<file path="src/hdl/sli_pkg.sv">
// ----------------------------------------------------------------------------
// sli_pkg - shared types and constants for the sorted list block
// Beat formats, operation and status codes, and the compare result.
// ----------------------------------------------------------------------------
`timescale 1ns / 1ps

package sli_pkg;

    localparam int DEFAULT_CAPACITY = 16;
    localparam int VALUE_W          = 32;
    localparam int COUNT_W          = 5;

    typedef enum logic [1:0] {
        OP_INSERT    = 2'd0,
        OP_REMOVE    = 2'd1,
        OP_DUMP_ASC  = 2'd2,
        OP_DUMP_DESC = 2'd3
    } op_t;

    typedef enum logic [1:0] {
        ST_OK        = 2'd0,
        ST_FULL      = 2'd1,
        ST_NOT_FOUND = 2'd2,
        ST_EMPTY     = 2'd3
    } status_t;

    typedef struct packed {
        op_t                       operation;
        logic signed [VALUE_W-1:0] value;
    } cmd_beat_t;

    typedef struct packed {
        logic signed [VALUE_W-1:0] entry_value;
        status_t                   status;
        logic [COUNT_W-1:0]        entry_count;
        logic                      last;
    } res_beat_t;

    typedef struct packed {
        logic le;
        logic eq;
    } cmp_t;

endpackage

</file>
<file path="src/hdl/sli_cmp.sv">
// ----------------------------------------------------------------------------
// sli_cmp - shared signed compare unit
// Gives a <= b (signed) and a == b for the list sequencer.
// ----------------------------------------------------------------------------
`timescale 1ns / 1ps

module sli_cmp (
    input  logic signed [sli_pkg::VALUE_W-1:0] a,
    input  logic signed [sli_pkg::VALUE_W-1:0] b,
    output sli_pkg::cmp_t                      result
);
    import sli_pkg::*;

    assign result.le = (a <= b);
    assign result.eq = (a == b);

endmodule

</file>
<file path="src/hdl/sorted_list_insert_remove.sv">
// ----------------------------------------------------------------------------
// sorted_list_insert_remove - ascending list of signed values, CAPACITY deep
// Insert: reads entries from the top one down to the first one at or below the
// value, then places it; remove reads every entry; full insert, empty remove or
// dump go straight to the emit step. Dump: read, latch and load steps per beat.
// The store has one read port; result stalls hold the sequencer in its emit step.
// Async reset empties the list; store contents stay undefined until written.
// ----------------------------------------------------------------------------
`timescale 1ns / 1ps

module sorted_list_insert_remove #(
    parameter int CAPACITY = sli_pkg::DEFAULT_CAPACITY
) (
    input  logic               clk,
    input  logic               rst_n,
    input  logic               cmd_valid,
    output logic               cmd_stall,
    input  sli_pkg::cmd_beat_t cmd,
    output logic               res_valid,
    input  logic               res_stall,
    output sli_pkg::res_beat_t res
);
    import sli_pkg::*;

    // Entry address and count widths; the count must hold CAPACITY itself.
    localparam int AW    = (CAPACITY > 1) ? $clog2(CAPACITY) : 1;
    localparam int CNT_W = $clog2(CAPACITY + 1);

    typedef enum logic [2:0] {
        S_IDLE,
        S_READ,
        S_EVAL,
        S_PLACE,
        S_EMIT
    } state_t;

    state_t                   state_reg, state_next;
    op_t                      op_reg, op_next;
    logic signed [VALUE_W-1:0] val_reg, val_next;
    logic [CNT_W-1:0]         idx_reg, idx_next;
    logic [CNT_W-1:0]         count_reg, count_next;
    logic                     found_reg, found_next;
    res_beat_t                pend_reg, pend_next;
    logic                     out_valid_reg, out_valid_next;
    res_beat_t                out_reg, out_next;

    // Entry store: one write and one registered read per cycle.
    logic [VALUE_W-1:0]       mem [CAPACITY];
    logic [VALUE_W-1:0]       rd_data_reg;
    logic [AW-1:0]            rd_addr;
    logic                     mem_we;
    logic [AW-1:0]            mem_waddr;
    logic [VALUE_W-1:0]       mem_wdata;

    logic [CNT_W-1:0]         idx_inc, idx_dec, last_idx, desc_idx;
    logic                     out_free;
    cmp_t                     cmp;

    assign idx_inc  = idx_reg + CNT_W'(1);
    assign idx_dec  = idx_reg - CNT_W'(1);
    assign last_idx = count_reg - CNT_W'(1);
    assign desc_idx = last_idx - idx_reg;

    // Output register: a new beat may load when the slot is empty or draining.
    assign out_free  = !out_valid_reg || !res_stall;
    assign cmd_stall = (state_reg != S_IDLE);
    assign res_valid = out_valid_reg;
    assign res       = out_reg;

    // Dumps descending walk the store from the top; everything else from idx.
    assign rd_addr = (op_reg == OP_DUMP_DESC) ? desc_idx[AW-1:0] : idx_reg[AW-1:0];

    // One compare unit serves both the insert scan and the remove search.
    sli_cmp u_cmp (
        .a      ($signed(rd_data_reg)),
        .b      (val_reg),
        .result (cmp)
    );

    always_comb
    begin
        state_next     = state_reg;
        op_next        = op_reg;
        val_next       = val_reg;
        idx_next       = idx_reg;
        count_next     = count_reg;
        found_next     = found_reg;
        pend_next      = pend_reg;
        out_next       = out_reg;
        out_valid_next = out_valid_reg;
        mem_we         = 1'b0;
        mem_waddr      = idx_reg[AW-1:0];
        mem_wdata      = val_reg;

        // Drop the beat once the far side has taken it.
        if (out_valid_reg && !res_stall)
        begin
            out_valid_next = 1'b0;
        end

        unique case (state_reg)
            S_IDLE:
            begin
                if (cmd_valid)
                begin
                    op_next                = cmd.operation;
                    val_next               = cmd.value;
                    found_next             = 1'b0;
                    pend_next.entry_value  = '0;
                    pend_next.entry_count  = COUNT_W'(count_reg);
                    pend_next.last         = 1'b1;
                    pend_next.status       = ST_OK;
                    unique case (cmd.operation) inside
                        OP_INSERT:
                        begin
                            if (count_reg == CNT_W'(CAPACITY))
                            begin
                                pend_next.status = ST_FULL;
                                state_next       = S_EMIT;
                            end
                            else if (count_reg == '0)
                            begin
                                idx_next   = '0;
                                state_next = S_PLACE;
                            end
                            else
                            begin
                                // Scan downwards from the top entry.
                                idx_next   = last_idx;
                                state_next = S_READ;
                            end
                        end
                        OP_REMOVE:
                        begin
                            if (count_reg == '0)
                            begin
                                pend_next.status = ST_NOT_FOUND;
                                state_next       = S_EMIT;
                            end
                            else
                            begin
                                idx_next   = '0;
                                state_next = S_READ;
                            end
                        end
                        OP_DUMP_ASC, OP_DUMP_DESC:
                        begin
                            if (count_reg == '0)
                            begin
                                pend_next.status = ST_EMPTY;
                                state_next       = S_EMIT;
                            end
                            else
                            begin
                                idx_next   = '0;
                                state_next = S_READ;
                            end
                        end
                        default:
                        begin
                            state_next = S_IDLE;
                        end
                    endcase
                end
            end

            S_READ:
            begin
                // Read data lands in rd_data_reg at this edge.
                state_next = S_EVAL;
            end

            S_EVAL:
            begin
                unique case (op_reg) inside
                    OP_INSERT:
                    begin
                        if (cmp.le)
                        begin
                            // New value sits just above this entry.
                            idx_next   = idx_inc;
                            state_next = S_PLACE;
                        end
                        else
                        begin
                            // Shift this entry up one place and keep scanning.
                            mem_we    = 1'b1;
                            mem_waddr = idx_inc[AW-1:0];
                            mem_wdata = rd_data_reg;
                            if (idx_reg == '0)
                            begin
                                state_next = S_PLACE;
                            end
                            else
                            begin
                                idx_next   = idx_dec;
                                state_next = S_READ;
                            end
                        end
                    end
                    OP_REMOVE:
                    begin
                        // After the first match, close the gap one entry at a time.
                        if (found_reg)
                        begin
                            mem_we    = 1'b1;
                            mem_waddr = idx_dec[AW-1:0];
                            mem_wdata = rd_data_reg;
                        end
                        found_next = found_reg || cmp.eq;
                        if (idx_reg == last_idx)
                        begin
                            if (found_reg || cmp.eq)
                            begin
                                count_next            = last_idx;
                                pend_next.status      = ST_OK;
                                pend_next.entry_count = COUNT_W'(last_idx);
                            end
                            else
                            begin
                                pend_next.status      = ST_NOT_FOUND;
                            end
                            state_next = S_EMIT;
                        end
                        else
                        begin
                            idx_next   = idx_inc;
                            state_next = S_READ;
                        end
                    end
                    OP_DUMP_ASC, OP_DUMP_DESC:
                    begin
                        pend_next.entry_value = $signed(rd_data_reg);
                        pend_next.status      = ST_OK;
                        pend_next.entry_count = COUNT_W'(count_reg);
                        pend_next.last        = (idx_reg == last_idx);
                        state_next            = S_EMIT;
                    end
                    default:
                    begin
                        state_next = S_IDLE;
                    end
                endcase
            end

            S_PLACE:
            begin
                mem_we                = 1'b1;
                mem_waddr             = idx_reg[AW-1:0];
                mem_wdata             = val_reg;
                count_next            = count_reg + CNT_W'(1);
                pend_next.status      = ST_OK;
                pend_next.entry_count = COUNT_W'(count_reg + CNT_W'(1));
                state_next            = S_EMIT;
            end

            S_EMIT:
            begin
                // Hold here until the output register can take the beat.
                if (out_free)
                begin
                    out_next       = pend_reg;
                    out_valid_next = 1'b1;
                    if (pend_reg.last)
                    begin
                        state_next = S_IDLE;
                    end
                    else
                    begin
                        idx_next   = idx_inc;
                        state_next = S_READ;
                    end
                end
            end

            default:
            begin
                state_next = S_IDLE;
            end
        endcase
    end

    always_ff @(posedge clk or negedge rst_n)
    begin
        if (!rst_n)
        begin
            state_reg     <= S_IDLE;
            count_reg     <= '0;
            out_valid_reg <= 1'b0;
            found_reg     <= 1'b0;
            idx_reg       <= '0;
            op_reg        <= OP_INSERT;
        end
        else
        begin
            state_reg     <= state_next;
            count_reg     <= count_next;
            out_valid_reg <= out_valid_next;
            found_reg     <= found_next;
            idx_reg       <= idx_next;
            op_reg        <= op_next;
        end
    end

    // Payload registers carry no reset.
    always_ff @(posedge clk)
    begin
        val_reg  <= val_next;
        pend_reg <= pend_next;
        out_reg  <= out_next;
    end

    always_ff @(posedge clk)
    begin
        if (mem_we)
        begin
            mem[mem_waddr] <= mem_wdata;
        end
        rd_data_reg <= mem[rd_addr];
    end

    // The count never passes the capacity.
    assert property (@(posedge clk) disable iff (!rst_n)
        count_reg <= CNT_W'(CAPACITY))
        else $error("entry count above capacity");

    // The count moves by one at most per cycle.
    assert property (@(posedge clk) disable iff (!rst_n)
        (count_reg != $past(count_reg)) |->
            (count_reg == $past(count_reg) + CNT_W'(1)) ||
            (count_reg == $past(count_reg) - CNT_W'(1)))
        else $error("entry count jumped");

    // An accepted command keeps the block busy on the next cycle.
    assert property (@(posedge clk) disable iff (!rst_n)
        (cmd_valid && !cmd_stall) |=> cmd_stall)
        else $error("command accepted while idle on the following cycle");

    // The count only changes while a command is being worked.
    assert property (@(posedge clk) disable iff (!rst_n)
        (state_reg == S_IDLE) |=> (count_reg == $past(count_reg)))
        else $error("entry count changed while idle");

endmodule
</file>
<file path="config.mk">
export PLATFORM = sky130hd
export DESIGN_NAME = sorted_list_insert_remove
export DESIGN_NICKNAME = d
export VERILOG_FILES = /design/src/hdl/sli_pkg.sv /design/src/hdl/sli_cmp.sv /design/src/hdl/sorted_list_insert_remove.sv
export SDC_FILE = /design/constraint.sdc
export NUM_CORES = 1
export LEC_CHECK = 0
export BUFFER_PORTS_ARGS = -buffer_cell sky130_fd_sc_hd__buf_4
export CAP_MARGIN = 20
export CELL_PAD_IN_SITES_DETAIL_PLACEMENT = 0
export CELL_PAD_IN_SITES_GLOBAL_PLACEMENT = 1
export CORE_ASPECT_RATIO = 1.5
export CORE_MARGIN = 3
export CORE_UTILIZATION = 40
export DETAILED_ROUTE_END_ITERATION = 8
export GPL_ROUTABILITY_DRIVEN = 0
export PLACE_DENSITY_LB_ADDON = 0.1
export SYNTH_ARGS = -nofsm -noshare
export SYNTH_HDL_FRONTEND = slang
export SYNTH_SLANG_ARGS = --single-unit
</file>
<file path="constraint.sdc">
create_clock -name clk -period 12.7 [get_ports clk]
set_clock_uncertainty 0.15 [all_clocks]
set_input_delay 1.905 -clock clk [delete_from_list [all_inputs] [get_ports clk]]
set_output_delay 1.905 -clock clk [all_outputs]
set_load 0.005 [all_outputs]
</file>
==> impl_results.md, run 1 <==
* Status: completed
* Post-synthesis sequential area ratio at 73.6%
* Post-CTS Repair Setup Buffers at 0
* Lkg Pwr at 10.5 nW
* Die area at 70500 um^2
* Hold Fails Final Rpt at 0
* Ys flop type: edfxtp_1
* First-pass DRT Iterations at 5
* Ratio of cells with drive above 1 in the final layout at 26.0%
* Commonest cells post-synth: edfxtp_1 (624), mux4_2 (128), a21oi_1 (71), inv_1 (47), nor2_1 (47)
* Max cap viols at 0
* Worst setup EP type: flop
* Crit Path Max Fanout at 29
* Post-layout min period at 5.19 ns
* CTS tree: done
* Synth Register Bits at 673
* Drt total wl at 65400 um
* Fin nets at 1640
* Num CTS Buffers at 68
* DRT iter0 DRCs at 1005
* Number of synthesized flops with an enable pin at 624
* Syn avg cell area at 18.7 um^2
* Worst vdd ir at 0.239 mV
* Via-per-instance ratio at 5.39
* Diode count at 0
* Most instantiated library cell after synthesis: edfxtp_1
* Global route overflow at 0
* # DRC at 0
* PwrDens at 244 nW/um^2
* Clk buf depth at 3
* Gr usage total at 19.0%
* Worst slew pin tran at 1.09 ns
* Cts hold-fix bufs at 0
* Final setup fails at 0
* Met1 WL at 26900 um
* Gate Count Post-Synth at 1441
* CP Class: reg -> reg
* Root Buffer: clkbuf_16
* Clock H-tree levels at 3
* Vias at 13400
* I/O Buffers at 79
* Register clock-pin slew on the reported worst setup and hold paths at 0.06 ns
* First-pass GRT wire length at 96900 um
* Synth Area in Compound Gates at 4.22%
* # rows at 115
* Fin crit share at 40.9%
* Slew headroom at 27.5%
* Worst Hold Class: reg -> reg
* Average wire per standard cell at 26.2 um
* RSZ-0062 raised after global routing: no
* Clock sinks at 673
* Met3 wirelength from detailed routing at 2690 um
* Max reg flops at 512
* Cts repair resizes at 0
* Die width at 218 um
* Clk Latency, worst-skew pair at 0.61 ns
* Mux contribution to synthesized area at 13.4%
* Crit path arrival time at 5.31 ns
* Post-synthesis net count at 1520
* XOR/XNOR Fraction of Synth Area at 0.800%
* Largest net degree at the start of global routing at 129
* Final HPWL DP at 39100 um
* Vias in the first global route at 14300
* CP required at 12.82 ns
* Fin. max-slew vios at 0
* Synthesized area at 26900 um^2
* Initial antenna violation count at 1
* Synth-to-layout area growth at 15.2%
* Highest Signal Layer: met4
* Critical Path Start Type: flop
* Die extent in y at 324 um
* Setup TNS Final at 0 ns
* Tot Pwr at 7.55 mW
* Post-Synth Simple-Gate Area at 4.16%
* Area contributors post-synth: edfxtp_1 (70%), mux4_2 (11%), dfxtp_1 (2.4%), ha_1 (1.9%), dfrtp_1 (1.6%)
* Fraction of registers with async set/reset at 2.53%
* Warnings from Yosys at 0
* Synth area leader: edfxtp_1
* Met2 wire length at 33800 um
* Synth Area in Adders at 1.93%
* Hold Crit Depth at 0
* Core outline area at 66000 um^2
* Num ports at 80
* R2R depth at 12
* Combinational family with the most area after synthesis: multiplexers
* Post-DRT Antenna Nets at 0
* Fmax at 193 MHz
* Post-synth top area share at 69.6%
* Initial Util at 40.8%
* Unique masters post-synth at 66
## final cells by class
class	instances	area (um^2)
Clock buffer	84	1780
Clock inverter	41	423
Fill cell	5556	35000
Inverter	47	176
Multi-Input combinational cell	653	6820
Sequential cell	673	19800
Tap cell	877	1100
Timing Repair Buffer	118	911
## per-layer routing
layer	vias up	track usage, %
li1	5980	-
met1	7034	24.1
met2	318	33.3
met3	99	2.86
met4	0	6.77
met5	-	0
## cells in the final DEF (no fill, tap or decap), types with 32 or more instances in the layout
cell / instances
and2_1: 32
dfxtp_1: 32
a21oi_1: 67
ha_1: 40
nand2_1: 45
edfxtp_1: 624
inv_1: 47
clkbuf_16: 69
mux2i_1: 36
mux4_2: 128
a211oi_1: 32
buf_4: 116
mux2_2: 32
nor2b_1: 37
## path summary, 6_finish.rpt
check	from	slack (ns)	end
setup / recovery	val_reg[23]	7.51	mem[7][10]
hold / removal	pend_reg[27]	0.27	res[27]
setup reg to reg	val_reg[23]	7.51	mem[7][10]
hold reg to reg	pend_reg[27]	0.27	res[27]
max in group asynchronous	rst_n	11.16	state_reg[0]
min in group asynchronous	rst_n	1.02	op_reg[1]
## where the power goes
| group | switching (mW) | internal [mW] | total [mW] |
|---|---|---|---|
| Combinational | 1.50 | 1.03 | 2.53 |
| Clock | 0.850 | 1.15 | 2.00 |
| Sequential | 0.161 | 2.86 | 3.02 |
| Total | 2.51 | 5.05 | 7.55 |
## through the flow
| stage | utilization (%) | instances | hold WS, ns | worst slack (ns) | cell area, um^2 |
|---|---|---|---|---|---|
| final | 47.0 | 2493 | 0.265 | 7.51 | 31000 |
| after global routing | 47.0 | 2493 | 0.273 | 7.32 | 31000 |
| after CTS | 47.0 | 2493 | 0.269 | 7.48 | 31000 |
| after detailed placement | 43.6 | 2368 | 0.255 | 7.52 | 28800 |
| after global placement | 43.6 | 2366 | 0.253 | 7.63 | 28800 |
| after floorplan | - | 1441 | 0.250 | 7.62 | 26900 |
## cell families (layout without fill, tap and decap cells)
kind of cell               count (synthesis)  count (layout)
and+or+nand+nor                          217             217
adders and majority gates                 41              41
AOI/OAI and AO/OA                        175             175
xor gates and xnor gates                  23              23
buffers and inverters                    115             290
muxes                                    197             197
DFF                                      673             673
## critical path: stages (launching register included)
cell	delay, ns
edfxtp_1	0.35
inv_1	0.05
ha_1	0.30
nand4_1	0.29
nor4_1	0.90
and2_1	0.32
a221oi_2	0.12
o31ai_4	0.25
buf_4	0.57
xnor2_1	0.23
nand2_1	0.27
nor2_4	0.56
buf_4	0.46
Note: power is estimated with default switching activity, not from simulation.
==> inputs of run 2 (changes only) <==
- ABC_AREA: default -> 1
- clock period: 12.7 -> 5.2 ns (I/O delays scaled with it)
==> impl_results.md, run 2 <==
* Status: completed (unchanged)
* Initial Util at 40.7% (was 40.8%)
* Worst Hold Class: in -> reg (was reg -> reg)
* Worst setup EP type: flop (unchanged)
* Cts hold-fix bufs at 1 (was 0)
* CP Class: reg -> reg (unchanged)
* Area occupied by multi-input gates at 7110 um^2 (was 6820 um^2)
* Gate Count Post-Synth at 2315 (was 1441)
* Clock H-tree levels at 3 (unchanged)
* Fin crit share at 82.3% (was 40.9%)
* Lkg Pwr at 11.3 nW (was 10.5 nW)
* Gr usage total at 20.8% (was 19.0%)
* Unique masters post-synth at 49 (was 66)
* Critical R2R Launch: count_reg[0] (was val_reg[23])
* Hold_ws at 0.197 ns (was 0.265 ns)
* Crit path cell chain: inv_1, ha_1, xnor2_1, inv_1, ha_1, nand2_1, o21ai_0, nand2_1, nand2_1, a2bb2oi_4, buf_12, nor2_1, a31oi_1 (was inv_1, ha_1, nand4_1, nor4_1, and2_1, a221oi_2, o31ai_4, buf_4, xnor2_1, nand2_1, nor2_4, buf_4)
* Clock sinks at 673 (unchanged)
* Vias at 18200 (was 13400)
* Post-CTS Repair Setup Buffers at 0 (unchanged)
* Synth-to-layout area growth at 14.8% (was 15.2%)
* Final non-filler cell total at 3349 (was 2493)
* Hold Fails Final Rpt at 0 (unchanged)
* Cell Area, Placed at 29900 um^2 (was 28800 um^2)
* First-pass DRT Iterations at 5 (unchanged)
* PwrDens at 644 nW/um^2 (was 244 nW/um^2)
* Final HPWL DP at 46700 um (was 39100 um)
* Crit path arrival time at 4.55 ns (was 5.31 ns)
* Setup ws final at 0.922 ns (was 7.51 ns)
* Vias in the first global route at 18000 (was 14300)
* Largest net degree at the start of global routing at 142 (was 129)
* Die extent in y at 329 um (was 324 um)
* Clk Latency, worst-skew pair at 0.62 ns (was 0.61 ns)
* Synth area leader: edfxtp_1 (unchanged)
* # rows at 117 (was 115)
* Register clock-pin slew on the reported worst setup and hold paths at 0.06 ns (about the same)
* Final instance area at 31900 um^2 (was 31000 um^2)
* Critical Path Start Type: flop (unchanged)
* Initial antenna violation count at 4 (was 1)
* # DRC at 0 (unchanged)
* Num ports at 80 (unchanged)
* Ys flop type: edfxtp_1 (unchanged)
* Fmax at 234 MHz (was 193 MHz)
* Syn avg cell area at 12.0 um^2 (was 18.7 um^2)
* Cell family with most CP delay: compound AO/OA/AOI/OAI gates (was simple AND/OR/NAND/NOR gates)
* Slew headroom at 26.6% (was 27.5%)
* Die width at 221 um (was 218 um)
* Fillers at 6048 (was 5556)
* Via-per-instance ratio at 5.44 (was 5.39)
* Final setup fails at 0 (unchanged)
* Num CTS Buffers at 66 (was 68)
* Most instantiated library cell after synthesis: edfxtp_1 (unchanged)
* Warnings from Yosys at 0 (unchanged)
* Area contributors post-synth: edfxtp_1 (67%), o21ai_0 (5.6%), nor2_1 (5.2%), nand2_1 (3.6%), dfxtp_1 (2.3%) (was edfxtp_1 (70%), mux4_2 (11%), dfxtp_1 (2.4%), ha_1 (1.9%), dfrtp_1 (1.6%))
* Most common cell after layout, fill and taps aside: edfxtp_1 (unchanged)
* Fin. max-slew vios at 0 (unchanged)
* Most frequent cells in the layout: edfxtp_1 (624), nor2_1 (366), o21ai_0 (313) (was edfxtp_1 (624), mux4_2 (128), buf_4 (116))
* Worst vdd ir at 0.661 mV (was 0.239 mV)
* Critical Path Most Common Cell: nand2_1 (was buf_4)
* Drt total wl at 76400 um (was 65400 um)
* Ratio of cells with drive above 1 in the final layout at 11.8% (was 26.0%)
* Max cap viols at 0 (unchanged)
* Number of synthesized flops with an enable pin at 624 (unchanged)
* Diode count at 0 (unchanged)
* FF+latch area at 19800 um^2 (unchanged)
* Global route overflow at 0 (unchanged)
* Max reg flops at 512 (unchanged)
* Critical hold path startpoint: cmd[20] (was pend_reg[27])
* Post-synthesis net count at 2394 (was 1520)
* Synth Register Bits at 673 (unchanged)
* Clk buf depth at 3 (unchanged)
* CTS tree: done (unchanged)
* Core outline area at 68400 um^2 (was 66000 um^2)
* Critical path buffers and inverters at 3 (unchanged)
* Die area at 72900 um^2 (was 70500 um^2)
* RSZ-0062 raised after global routing: no (unchanged)
* First-pass GRT wire length at 114000 um (was 96900 um)
* Commonest cells post-synth: edfxtp_1 (624), nor2_1 (385), o21ai_0 (313), nand2_1 (270), inv_1 (144) (was edfxtp_1 (624), mux4_2 (128), a21oi_1 (71), inv_1 (47), nor2_1 (47))
* I/O Buffers at 79 (unchanged)
* Post-synth top area share at 67.3% (was 69.6%)
* Post-synthesis sequential area ratio at 71.1% (was 73.6%)
* Critical-path top delay cell: a2bb2oi_4 (was nor4_1)
* Placed Cells at 3227 (was 2368)
* Reg2reg setup slack at 0.92 ns (was 7.51 ns)
* Fraction of registers with async set/reset at 2.53% (unchanged)
* Average wire per standard cell at 22.8 um (was 26.2 um)
* CP peak stage delay at 0.65 ns (was 0.90 ns)
* Worst slew pin tran at 1.10 ns (was 1.09 ns)
* Crit Path Max Fanout at 42 (was 29)
* DRT iter0 DRCs at 1561 (was 1005)
* Root Buffer: clkbuf_16 (unchanged)
* Cts repair resizes at 0 (unchanged)
* Fin nets at 2484 (was 1640)
* Critical Path Start: count_reg[0] (was val_reg[23])
* Post-layout min period at 4.28 ns (was 5.19 ns)
* Setup TNS Final at 0 ns (unchanged)
* Post-DRT Antenna Nets at 0 (unchanged)
* Synthesized area at 27800 um^2 (was 26900 um^2)
* Worst slack at placement at 0.927 ns (was 7.52 ns)
* CP required at 5.47 ns (was 12.82 ns)
[run 2: changes by cell type in the layout (fill, tap and decap cells not counted), sizes merged, moves of 36 or more]
cell / change
nand2: +228
mux4: -128
inv: +104
o21ai: +307
o22ai: +66
nor2: +341
nor2b: -37
mux2i: -36
[run 2: worst paths after layout]
check,endpoint,cells after the start
min in group asynchronous,count_reg[4],2
max in group asynchronous,idx_reg[2],2
min,val_reg[20],1
max reg2reg,rd_data_reg[13],13
max,rd_data_reg[13],13
min reg2reg,res[23],0
[run 2: cell families (layout without fill, tap and decap cells)]
kind of cell / Yosys count / count (layout) / share of synthesized area [%]
AO/OA/AOI/OAI: 606 / 606 / 12.7
XOR/XNOR: 12 / 12 / 0.405
multiplexers: 1 / 1 / 0.0405
flip-flops: 673 / 673 / 71.1
adder cells (fa/ha/maj): 41 / 41 / 1.87
buffers and inverters: 281 / 423 / 4.07
AND/OR/NAND/NOR: 701 / 701 / 9.78
[run 2: routing by layer]
layer	vias up	share of wire [%]	routed length, um	GRT usage [%]
li1	8487	-	-	-
met1	9091	42	31800	26.9
met3	106	5.2	3940	2.74
met2	524	50	38500	36.0
met5	-	0	0	0
met4	0	2.8	2110	7.56
[run 2: layout make-up]
cell class                      count  share of cell area, %
Clock inverter                     30                  0.717
Multi-Input combinational cell   1361                   22.3
Clock buffer                       90                   5.61
Tap cell                          892                   3.49
Inverter                          156                   1.86
Sequential cell                   673                   62.0
Timing Repair Buffer              147                   4.05
[run 2: metrics by stage]
| step | power [mW] | util (%) |
|---|---|---|
| detailed placement | 16.2 | 43.7 |
| finish | 20.6 | 46.7 |
| CTS | 20.8 | 46.7 |
| floorplan | 12.9 | - |
| global placement | 16.1 | 43.7 |
| global route | 21.9 | 46.7 |
[run 2: worst reg2reg max path: stages, from the launching register on]
cell       delay [ns]
dfrtp_1          0.50
inv_1            0.17
ha_1             0.26
xnor2_1          0.32
inv_1            0.09
ha_1             0.36
nand2_1          0.07
o21ai_0          0.22
nand2_1          0.08
nand2_1          0.12
a2bb2oi_4        0.65
buf_12           0.37
nor2_1           0.09
a31oi_1          0.64
[run 2: power by group]
| group | internal (mW) | switching (mW) | total, mW |
|---|---|---|---|
| clock network | 2.53 | 2.02 | 4.55 |
| logic | 2.47 | 6.17 | 8.64 |
| registers | 7.06 | 0.323 | 7.38 |
